### src/design/ewr_fifo.sv
module ewr_fifo #(
   parameter type DATA_TYPE = logic,
   parameter int  DEPTH     = 4
) (
   input  logic     clock,
   input  logic     reset,
   input  logic     push,
   input  DATA_TYPE wdata,
   output logic     full,
   input  logic     pop,
   output logic     empty,
   output DATA_TYPE rdata
);

   localparam int AW = $clog2(DEPTH);

   DATA_TYPE          mem_ff [DEPTH];
   logic [AW-1:0]     wr_ptr_ff, wr_ptr_in;
   logic [AW-1:0]     rd_ptr_ff, rd_ptr_in;
   logic [AW:0]       count_ff, count_in;
   logic              do_push, do_pop;

   assign full    = (count_ff == (AW+1)'(DEPTH));
   assign empty   = (count_ff == '0);
   assign do_push = push && !full;
   assign do_pop  = pop && !empty;
   assign rdata   = mem_ff[rd_ptr_ff];

   // pointer and count update
   always_comb begin
      wr_ptr_in = wr_ptr_ff;
      rd_ptr_in = rd_ptr_ff;
      count_in  = count_ff;
      if (do_push) begin
         wr_ptr_in = (wr_ptr_ff == AW'(DEPTH - 1)) ? '0 : wr_ptr_ff + 1'b1;
      end
      if (do_pop) begin
         rd_ptr_in = (rd_ptr_ff == AW'(DEPTH - 1)) ? '0 : rd_ptr_ff + 1'b1;
      end
      if (do_push && !do_pop) begin
         count_in = count_ff + 1'b1;
      end else if (do_pop && !do_push) begin
         count_in = count_ff - 1'b1;
      end
   end

   always_ff @(posedge clock) begin
      if (reset) begin
         wr_ptr_ff <= '0;
         rd_ptr_ff <= '0;
         count_ff  <= '0;
      end else begin
         wr_ptr_ff <= wr_ptr_in;
         rd_ptr_ff <= rd_ptr_in;
         count_ff  <= count_in;
      end
   end

   // storage
   always_ff @(posedge clock) begin
      if (do_push) begin
         mem_ff[wr_ptr_ff] <= wdata;
      end
   end

   a_no_overflow: assert property (@(posedge clock) disable iff (reset)
      push |-> !full) else $error("push into full queue");
   a_count_range: assert property (@(posedge clock) disable iff (reset)
      count_ff <= (AW+1)'(DEPTH)) else $error("queue count out of range");
   a_count_step: assert property (@(posedge clock) disable iff (reset)
      (do_push && do_pop) |=> $stable(count_ff)) else $error("count moved on push+pop");

endmodule

### config.mk
export PLATFORM = sky130hd
export DESIGN_NAME = ewr_fifo
export DESIGN_NICKNAME = d
export VERILOG_FILES = /design/src/design/ewr_fifo.sv
export SDC_FILE = /design/constraint.sdc
export NUM_CORES = 1
export LEC_CHECK = 0
export BUFFER_PORTS_ARGS = -buffer_cell sky130_fd_sc_hd__buf_2
export CELL_PAD_IN_SITES_DETAIL_PLACEMENT = 1
export CELL_PAD_IN_SITES_GLOBAL_PLACEMENT = 2
export CORE_MARGIN = 8
export CORE_UTILIZATION = 25
export CTS_BUF_LIST = sky130_fd_sc_hd__clkbuf_8
export DETAILED_ROUTE_END_ITERATION = 8
export GPL_TIMING_DRIVEN = 0
export PLACE_DENSITY = 0.57
export SYNTH_ARGS = -nofsm -noshare
export SYNTH_HDL_FRONTEND = slang
export SYNTH_SLANG_ARGS = --single-unit
### constraint.sdc
create_clock -name clock -period 2.25 [get_ports clock]
set_input_delay 0 -clock clock [delete_from_list [all_inputs] [get_ports clock]]
set_output_delay 0 -clock clock [all_outputs]
set_load 0.02 [all_outputs]
==> impl_summary.md <==
Status
The flow ran to the end, and the final reports show no timing, DRC or antenna violations.

Timing
In this run the tightest slew margin relative to its limit is 72.8%. The final critical-path setup slack is 160 ps. The number of pins exceeding their max-slew limit in the final report came to 0. The final worst-path cycle share is 92.9%. The number of failing setup endpoints in the final timing report is 0.

The number of hold violations in the final report came to 0. Setup repair after global routing left no endpoint under its margin. In the final timing run, aggregate negative setup slack is 0 ps. At the pin with the least slew margin, the transition time is between 400 and 500 ps. Derived from the worst setup path, the maximum achievable clock frequency is 478 MHz. The worst clock skew is 3.93 ps.

For the finished layout, the period the worst path requires is between 2000 and 2500 ps.

GRT
For this run, the total global-route usage over all layers was measured as 6.03%. The final global-route overflow total is 0. The wire length of the first global-routing pass is between 2 and 2.5 mm. The maximum number of pins on one net before global-route repair is 9. The number of global-route vias before repair is 467. The number of antenna violations at the first check in global routing is 0.

Synth
The dominant cell by count in the synthesized netlist is sky130_fd_sc_hd__dfxtp_1. The post-synthesis xor/xnor area fraction is 2.71%. Ranked by instance count, the synthesized netlist is headed by sky130_fd_sc_hd__dfxtp_1 (9), sky130_fd_sc_hd__ha_1 (6), sky130_fd_sc_hd__and3_1 (4), sky130_fd_sc_hd__edfxtp_1 (4).

The adder-cell area share of the yosys netlist is 14.7%. The multiplexer fraction of the synthesized cell area is 6.59%. The mapped netlist covers around 650 µm². The number of synthesis warnings is 0.

After Yosys synthesis, and, or, nand and nor cells account for between 10% and 20% of the synthesized area. The average cell area after synthesis is 11.7 µm². The synthesized instance count is 55. The synthesized-area fraction occupied by ao, oa, aoi and oai cells is 7.75%.

The count of state elements after synthesis is 13. Among all flip-flop cells after synthesis, the most frequent one is sky130_fd_sc_hd__dfxtp_1. The share of synthesized area in the top cell type comes to 27.9%. The main combinational cell family by area after synthesis is adder cells. Of all cell types, the one taking the most synthesized area is sky130_fd_sc_hd__dfxtp_1.

The share of flip-flops with an asynchronous set or reset after synthesis is 0%. Synthesis produced a netlist with a net count of 67. Yosys attributes the largest share of cell area to sky130_fd_sc_hd__dfxtp_1 (28%), sky130_fd_sc_hd__edfxtp_1 (19%), sky130_fd_sc_hd__ha_1 (12%). In this run, synthesis inferred 4 flip-flops with an integrated enable. The share of the Yosys chip area taken by registers is a little under half.

The count of cell types in the netlist is 24.

Power and ir drop
The internal power of the cells totals 0.570 mW. Power spread over the standard cell area amounts to 1090 nW/µm². IR analysis of the VDD net gives a maximum drop of 0.358 mV. The switching part of the total is between 30% and 40%. The sequential fraction of design power is 41.5%. Summed over all nets, the switching power comes to 0.293 mW. The share of total power dissipated in the clock network is 23.6%.

The leakage component of the power is 0.344 nW. The part of the total power dissipated in combinational logic is a little over a third.

Placed design
The HPWL after detailed placement is 871 µm. During placement, the flow inserted port buffers numbering 6. The setup slack after placement is 33.1 ps. Routability-driven placement finished with a final weighted congestion of 0.628.

Floorplan
The floorplan step set the die height to 66.8 µm. The floorplan step defined a die boundary enclosing 4460 µm². Once the floorplan was initialized, standard cells occupied 26.3% of the core. Row generation in the floorplan step produced 18 rows. The width of the chip is roughly 67 µm. The region available for standard cell placement spans 2450 µm². The count of pins on the block boundary is 8.

Cells and area
The count of filler cells inserted in the layout is 284. The count of antenna diodes in the layout is 0. In the final layout, flip-flops and latches occupy 309 µm². The multi-input combinational cells in the finished layout cover a total of 309 µm². The layout-stage area growth over the synthesis result is 22.9%. The share of final-layout standard cells stronger than drive strength 1 is 30.3%. In the final design database the tool counted roughly 80 nets.

Setup path
The maximum single-stage delay on the critical path is 370 ps. The kind of end point of the critical path is a register. The signal on the critical path passes through or3b_1 -> buf_6 -> clkinv_4 -> nor2_4 -> ha_2 -> inv_1 -> fa_1 -> xor2_1 -> or3_1 -> a21oi_1.

STA classifies the critical path startpoint as a register. The type of the worst setup path is reg2reg. The endpoint arrival time on the critical path is 2260 ps. The critical path data required time is roughly 2400 ps. The cell with the largest stage delay on the worst path is sky130_fd_sc_hd__fa_1.

Along the worst path, the maximum fanout reaches 7.

Worst hold path
The worst min-delay path category is in2reg.

Run
The total of max-cap violations is 0.

Route
Wires add up to 1.14 mm. The via count is between 400 and 500. After detailed routing, the number of vias per cell comes to between 4 and 5. In the final routed layout, each cell accounts on average for 11.9 µm. The detailed-routing iteration count for the pre-antenna-repair pass is 3. The first-iteration detailed-routing DRC count is 5. After detailed routing, the number of remaining DRC violations is 0.

Once detail routing completed, the nets flagged for antenna violations numbered 0.

Clock tree
The insertion delay of the later-clocked pin in the worst-skew pair is 240 ps. Counting along the longest clock path gives a buffer depth of 2. Clock-pin slew was measured on the worst setup and hold paths at 60 ps.

CTS built an H-tree with a depth of 1. The clock sink count is 13. The clock tree from TritonCTS is done. The CTS buffer count is 3. The number of buffers added for setup after CTS is 0. The tree is rooted in a sky130_fd_sc_hd__clkbuf_8.
==> cells in the final DEF, fill, tap and decap left out, types with 2 or more instances in the layout <==
cell / synthesis / layout
sky130_fd_sc_hd__or3_1: 2 / 2
sky130_fd_sc_hd__ha_1: 6 / 5
sky130_fd_sc_hd__dfxtp_1: 9 / 6
sky130_fd_sc_hd__edfxtp_1: 4 / 4
sky130_fd_sc_hd__xor2_1: 2 / 2
sky130_fd_sc_hd__inv_1: 3 / 4
sky130_fd_sc_hd__nor3_1: 2 / 2
sky130_fd_sc_hd__clkbuf_8: 0 / 3
sky130_fd_sc_hd__nand3_1: 2 / 2
sky130_fd_sc_hd__mux2i_1: 2 / 2
sky130_fd_sc_hd__a21oi_1: 3 / 3
sky130_fd_sc_hd__buf_2: 0 / 6
sky130_fd_sc_hd__nor2_1: 3 / 3
sky130_fd_sc_hd__and3_1: 4 / 4
sky130_fd_sc_hd__dfxtp_4: 0 / 2
==> final timing paths <==
check,slack (ps),depth (start not counted),startpoint,to
max,160,10,count_ff[2],count_ff[2]
min,90,3,push,wr_ptr_ff[0]
max reg2reg,160,10,count_ff[2],count_ff[2]
min reg2reg,500,2,rd_ptr_ff[0],rd_ptr_ff[0]
==> cell families after synthesis <==
kind of cell | after synthesis
and+or+nand+nor | 16
DFF | 13
AOI/OAI and AO/OA | 7
buffers and inverters | 7
adders and majority gates | 7
muxes | 3
xor gates and xnor gates | 2
==> area by class of cell <==
| type | instances | share of cell area [%] |
|---|---|---|
| sequential | 13 | 39.0 |
| multi-input combinational | 35 | 39.0 |
| clock buffer | 3 | 5.21 |
| timing repair buffer | 7 | 5.05 |
| inverter | 5 | 4.73 |
| tap | 30 | 4.73 |
| buffer | 2 | 1.89 |
| clock inverter | 1 | 0.473 |
==> power by group through the flow <==
stage	Clock [mW]	Combinational, mW	Sequential, mW
6_report	0.204	0.301	0.358
2_1_floorplan	0	0.231	0.338
4_1_cts	0.209	0.297	0.345
5_1_grt	0.229	0.343	0.371
3_3_place_gp	0	0.291	0.350
3_5_place_dp	0	0.292	0.350
==> routing by layer <==
| metal | routed length (µm) | GRT usage (%) |
|---|---|---|
| met5 | 0 | 0 |
| met2 | 546 | 9.20 |
| met4 | 0 | 2.40 |
| met3 | 65 | 2.52 |
| met1 | 530 | 7.28 |
==> stage by stage <==
step | area [µm²] | util (%) | hold WS [ps] | cells | total power, mW
after floorplan | 646 | - | 98.9 | 55 | 0.568
after global placement | 713 | 29.1 | 229 | 91 | 0.641
after detailed placement | 713 | 29.1 | 232 | 91 | 0.642
after CTS | 768 | 31.3 | 85.5 | 96 | 0.851
after global routing | 793 | 32.3 | 106 | 96 | 0.942
final | 793 | 32.3 | 86.6 | 96 | 0.863
==> critical path, delay by kind of cell, from the launching register on <==
kind / cells / cell delay (ps)
flip-flops: 1 / 340
AO/OA/AOI/OAI: 1 / 130
buffers and inverters: 3 / 240
adder cells (fa/ha/maj): 2 / 560
AND/OR/NAND/NOR: 3 / 580
XOR/XNOR: 1 / 160
==> repair_timing <==
action                     CTS  global route
gates resized for setup      0             8
hold buffers                 1             0
hold endpoints to repair     4             0
setup endpoints to repair    0             1
(Power assumes the default switching activity.)
