<file path="config.mk">
export PLATFORM = sky130hd
export DESIGN_NAME = ewr_front
export DESIGN_NICKNAME = d
export VERILOG_FILES = /design/src/design/ewr_pkg.sv /design/src/design/ewr_front.sv
export SDC_FILE = /design/constraint.sdc
export NUM_CORES = 1
export LEC_CHECK = 0
export BUFFER_PORTS_ARGS = -buffer_cell sky130_fd_sc_hd__clkbuf_2
export CORE_ASPECT_RATIO = 1.5
export CORE_MARGIN = 10
export CORE_UTILIZATION = 47
export DETAILED_ROUTE_END_ITERATION = 10
export PLACE_DENSITY = 0.72
export SLEW_MARGIN = 20
export SYNTH_ARGS = -nofsm -noshare
export SYNTH_HDL_FRONTEND = slang
export SYNTH_SLANG_ARGS = --single-unit
export TNS_END_PERCENT = 100
</file>
<file path="constraint.sdc">
create_clock -name clock -period 16.4 [get_ports clock]
set_input_delay 0.82 -clock clock [delete_from_list [all_inputs] [get_ports clock]]
set_output_delay 0.82 -clock clock [all_outputs]
set_load 0.01 [all_outputs]
</file>
<file path="src/design/ewr_pkg.sv">
package ewr_pkg;

   localparam int ZW = 40;  // residual angle, Q32
   localparam int XW = 44;  // CORDIC x/y, Q40 with headroom

   localparam logic signed [ZW-1:0] TWO_PI       = 40'sd26986075409;
   localparam logic signed [ZW-1:0] PI           = 40'sd13493037705;
   localparam logic signed [ZW-1:0] HALF_PI      = 40'sd6746518852;
   localparam logic signed [ZW-1:0] QUARTER_PI   = 40'sd3373259426;
   localparam logic signed [XW-1:0] CORDIC_GAIN  = 44'sd667681663043;
   localparam logic signed [31:0]   ONE_Q30      = 32'sd1073741824;

   typedef struct packed {
      logic signed [ZW-1:0] zx;
      logic signed [ZW-1:0] zy;
      logic signed [ZW-1:0] zz;
      logic [2:0]           flip;
      logic signed [31:0]   pos_x;
      logic signed [31:0]   pos_y;
      logic signed [31:0]   pos_z;
   } front_item_type;

   typedef struct packed {
      logic signed [31:0] r00;
      logic signed [31:0] r01;
      logic signed [31:0] r02;
      logic signed [31:0] r10;
      logic signed [31:0] r11;
      logic signed [31:0] r12;
      logic signed [31:0] r20;
      logic signed [31:0] r21;
      logic signed [31:0] r22;
      logic signed [31:0] trans_x;
      logic signed [31:0] trans_y;
      logic signed [31:0] trans_z;
   } rsp_item_type;

   // atan(2^-i) in Q32: arctangent series in Q62, truncating terms, rounded half up
   function automatic logic signed [ZW-1:0] atan_q32(input int i);
      logic [63:0] sum;
      logic [63:0] term;
      int e;
      sum = '0;
      if (i == 0) begin
         return QUARTER_PI;
      end
      for (int k = 0; k < 64; k++) begin
         e = 62 - i * (2 * k + 1);
         if (e >= 0) begin
            term = (64'd1 << e) / 64'(2 * k + 1);
            if ((k % 2) == 0) begin
               sum = sum + term;
            end else begin
               sum = sum - term;
            end
         end
      end
      return ZW'((sum + (64'd1 << 29)) >> 30);
   endfunction

   // Q60 to Q30, round half up, clamp to +-1
   function automatic logic signed [31:0] rnd_sat(input logic signed [65:0] v);
      logic signed [65:0] t;
      t = (v + 66'sd536870912) >>> 30;
      if (t > 66'sd1073741824) begin
         return ONE_Q30;
      end else if (t < -66'sd1073741824) begin
         return -ONE_Q30;
      end
      return t[31:0];
   endfunction

endpackage

</file>
<file path="src/design/ewr_front.sv">
module ewr_front (
   input  logic                    clock,
   input  logic                    reset,
   input  logic                    push,
   output logic                    full,
   input  logic signed [31:0]      angle_x,
   input  logic signed [31:0]      angle_y,
   input  logic signed [31:0]      angle_z,
   input  logic signed [31:0]      pos_x,
   input  logic signed [31:0]      pos_y,
   input  logic signed [31:0]      pos_z,
   output logic                    mid_push,
   output ewr_pkg::front_item_type mid_data,
   input  logic                    mid_full
);

   logic                    vld_ff, vld_in;
   ewr_pkg::front_item_type item_ff, item_in;
   logic                    hold;
   logic [ewr_pkg::ZW:0]    rx, ry, rz;

   // wrap into [-pi, pi], then fold into [-pi/2, pi/2]; msb is the fold flag
   function automatic logic [ewr_pkg::ZW:0] reduce(input logic signed [31:0] a);
      logic signed [ewr_pkg::ZW-1:0] z;
      logic                          flip;
      z    = {{4{a[31]}}, a, 4'b0000};
      flip = 1'b0;
      if (z > ewr_pkg::PI) begin
         z = z - ewr_pkg::TWO_PI;
      end else if (z < -ewr_pkg::PI) begin
         z = z + ewr_pkg::TWO_PI;
      end
      if (z > ewr_pkg::HALF_PI) begin
         z    = z - ewr_pkg::PI;
         flip = 1'b1;
      end else if (z < -ewr_pkg::HALF_PI) begin
         z    = z + ewr_pkg::PI;
         flip = 1'b1;
      end
      return {flip, z};
   endfunction

   assign hold     = vld_ff && mid_full;
   assign full     = hold;
   assign mid_push = vld_ff && !mid_full;
   assign mid_data = item_ff;

   assign rx = reduce(angle_x);
   assign ry = reduce(angle_y);
   assign rz = reduce(angle_z);

   always_comb begin
      vld_in  = vld_ff;
      item_in = item_ff;
      if (!hold) begin
         vld_in        = push;
         item_in.zx    = rx[ewr_pkg::ZW-1:0];
         item_in.zy    = ry[ewr_pkg::ZW-1:0];
         item_in.zz    = rz[ewr_pkg::ZW-1:0];
         item_in.flip  = {rz[ewr_pkg::ZW], ry[ewr_pkg::ZW], rx[ewr_pkg::ZW]};
         item_in.pos_x = pos_x;
         item_in.pos_y = pos_y;
         item_in.pos_z = pos_z;
      end
   end

   always_ff @(posedge clock) begin
      if (reset) begin
         vld_ff <= 1'b0;
      end else begin
         vld_ff <= vld_in;
      end
      item_ff <= item_in;
   end

endmodule

</file>
==> qor.log <==
[cts] post-CTS repair timing setup buffer count 0
[cts] clock sink count 220
[routing] routed vias/inst 6.27
[timing] measured slew at the worst slew-check pin 1160 ps
[logic_synthesis] cell area after synthesis 16500 um^2
[routing] Routed met3 length 4.78 mm
[cts] post_cts resized 0
[worst_setup_path] arrival time reported for the critical path endpoint 6350 ps
[routing] final WL 61.1 mm
[cts] clock-pin slew on the worst setup and hold paths 70 ps
[timing] fmax 0.163 GHz
[worst_setup_path] Worst Path Required 16630 ps
[layout] Filler Cell Count 3232
[placement] half-perimeter wire length after placement 49.2 mm
[timing] setup repair after global routing missed its margin false
[routing] violation count after the first detailed-route iteration 1405
[routing] post-route antenna net violation count 0
[global_routing] gr usage total 26.4%
[cts] CTS tree done
[layout] final cell utilization of the core 56.3%
[logic_synthesis] average instance area after synthesis 9.17 um^2
[logic_synthesis] Primary FF master, synth edfxtp_1
[routing] met2 wire length 31.1 mm
[timing] count of endpoints failing setup in the final report 0
[min_path] Hold Path Class input port to flop
[logic_synthesis] leading cell types by total area after synthesis edfxtp_1 (40%), xnor2_1 (5.3%), xor2_1 (3.6%)
[die] Core ar. 34500 um^2
[cts] Worst-Skew Late Latency 520 ps
[routing] met1 wire length 22.8 mm
[logic_synthesis] gate count of the mapped netlist 1797
[cts] count of hold-fix buffers inserted at cts 0
[die] DIE AREA 43100 um^2
[global_routing] wire length of the first global-routing pass 92.1 mm
[timing] max-slew violation count 0
[logic_synthesis] synthesized flop and latch total 220
[placement] placer congestion estimate 1.02
[worst_setup_path] crit path cell chain clkbuf_2 -> nand2_1 -> or4_1 -> a2111oi_0 -> nand2_1 -> and4_1 -> a211oi_2 -> nand2_1 -> or3_1 -> nor4_1 -> o21ba_1 -> nor3b_1 -> a22oi_1 -> xor2_1
[global_routing] antenna violations before repair 5
[die] Site Rows 83
[die] number of primary I/O pins 417
[timing] Rel. slew slack 22.1%
[logic_synthesis] multiplexer area fraction after synthesis 0.486%
[cts] number of buffers between clock root and the deepest sink 3
[logic_synthesis] number of flops mapped to enable cells by yosys 219
[routing] vias after detailed routing 16400
[die] chip width 173 um
[worst_setup_path] most numerous cell on the critical path nand2_1
[routing] iteration count of the initial detailed-routing pass 5
[cts] root buffer selected by CTS clkbuf_16
[layout] area of combinational cells with multiple inputs 9220 um^2
[timing] Worst Skew 15.0 ps
[logic_synthesis] top cells by count, synth edfxtp_1 (219), nand2_1 (145), nor2_1 (138)
[die] effective utilization at floorplan 47.8%
[timing] hold violation count in the final report 0
[routing] remaining routing DRC violations 0
[logic_synthesis] largest family of logic cells by synthesized area compound AO/OA/AOI/OAI gates
[worst_setup_path] largest fanout on the critical path 30
[logic_synthesis] Yosys warning count 0
[logic_synthesis] number of nets in the synthesized netlist 2008
[logic_synthesis] Synth Area in Compound Gates 24.4%
[layout] area growth from synthesis to layout 17.9%
[timing] Period Utilization, post-route 37.3%
[worst_setup_path] Crit Path Category input port to flop
[power] Power Dens Cells 100 nW/um^2
[worst_setup_path] kind of start point of the critical path input port
[logic_synthesis] async set-or-reset flop fraction in the synthesized netlist 0%
[logic_synthesis] top-count cell post-synth edfxtp_1
[logic_synthesis] xor and xnor area share after synthesis 8.88%
[routing] uppermost layer routed met4
[logic_synthesis] unique cell type count in the Yosys netlist 95
[logic_synthesis] most area-hungry cell type in the Yosys netlist edfxtp_1
[run] max-cap viol count 0
[logic_synthesis] top-area cell type share of the netlist area 39.9%
[routing] post-DR wirelength/cell 23.4 um
[global_routing] pin count of the biggest net entering global routing 89
[layout] FF/Latch Area 6600 um^2
[worst_setup_path] highest-delay cell along the critical path o21ba_1
[global_routing] number of global-route vias before repair 15400
[logic_synthesis] Synth Area in Simple Gates 20.8%
[power] leakage dissipation 7.66 nW
[power] largest voltage drop on the vdd net 0.0664 mV
[placement] total of buffers placed on input and output ports 416
[timing] clock period minus worst slack 6120 ps
[die] die span in y 249 um
[global_routing] overflow left after global routing 0
[cts] H-tree depth reported by CTS 1
[logic_synthesis] adder and majority gate portion of the synthesized area 1.14%
[worst_setup_path] Setup crit end kind flop
[layout] number of nets in the layout 2339
[logic_synthesis] part of the Yosys area used for sequential elements 40.0%
[worst_setup_path] biggest cell delay along the critical path 680 ps
[outcome] run status completed
[cts] Num CTS Buffers 20
[layout] share of layout cells above drive strength 1 23.5%
[timing] total negative setup slack 0 ps
-- critical path: cells and delay by family --
family	cells	cell delay [ps]
compound gates	4	1860
buf+inv	1	530
xor+xnor	1	200
simple gates	8	2940
-- per-stage QoR --
step / total power, mW / worst slack [ps] / hold slack (ps) / cells / cell area [um^2]
2_1_floorplan: 1.21 / 9510 / 892 / 1797 / 16500
3_3_place_gp: 1.47 / 10210 / 983 / 2573 / 18700
3_5_place_dp: 1.48 / 9900 / 986 / 2573 / 18700
4_1_cts: 1.96 / 10430 / 433 / 2609 / 19400
5_1_grt: 2.05 / 9740 / 456 / 2612 / 19400
6_report: 1.95 / 10280 / 451 / 2614 / 19400
-- state kept, by name, indices dropped and copies added (netlist names) --
name / count
mid_data: 219
vld_ff: 1
-- cells by family (layout without fill, tap and decap cells) --
group	after synthesis	in the layout
fa+ha+maj	15	15
compound gates	566	566
other cells	0	5
buf+inv	161	506
simple gates	660	660
mux	8	8
flops	220	220
xor+xnor	167	167
-- metal layers --
layer	global-route usage (%)	vias up
met4	11.1	0
met1	29.8	7787
met5	0	-
met3	5.33	125
met2	47.4	846
li1	-	7623
-- where the power goes --
| part | switching [mW] | internal (mW) | leakage (nW) |
|---|---|---|---|
| combinational | 0.442 | 0.242 | 5.07 |
| sequential | 0.0375 | 0.752 | 2.28 |
| clock | 0.207 | 0.270 | 0.320 |
-- path summary, 6_finish.rpt --
| kind | end | start | slack, ps | cells past startpoint |
|---|---|---|---|---|
| min | vld_ff$_SDFFE_PP0N_ | reset | 450 | 2 |
| max | mid_data[203]$_DFFE_PN_ | angle_x[31] | 10280 | 14 |
| max reg2reg | mid_data[180]$_DFFE_PN_ | vld_ff$_SDFFE_PP0N_ | 13530 | 3 |
| min reg2reg | mid_data[55]$_DFFE_PN_ | vld_ff$_SDFFE_PP0N_ | 1110 | 1 |
-- layout by cell type (no fill, tap or decap), types with 19 or more instances in the layout --
master / netlist / layout
a31oi_1: 37 / 37
a21o_1: 25 / 25
o22ai_1: 40 / 40
o21ai_0: 79 / 79
nor4_1: 31 / 31
clkbuf_2: 0 / 416
nor3_1: 69 / 69
xor2_1: 68 / 68
a21oi_1: 92 / 90
and2_1: 25 / 25
edfxtp_1: 219 / 219
nand4_1: 31 / 31
a211oi_1: 24 / 24
nand3_1: 38 / 38
nand2_1: 145 / 144
clkbuf_16: 0 / 20
o211ai_1: 19 / 19
inv_1: 37 / 37
and3_1: 24 / 24
xnor2_1: 99 / 99
or3_1: 42 / 42
nor2_1: 138 / 138
-- final cells by class --
cell class                      instances  share of cell area (%)
Timing Repair Buffer                  430                    11.3
Clock buffer                           28                    2.83
Clock inverter                          8                   0.612
Antenna cell                            5                  0.0644
Tap cell                              467                    3.01
Inverter                               40                   0.773
Multi-Input combinational cell       1416                    47.5
Sequential cell                       220                    34.0
Power figures use the tool's default switching activity.
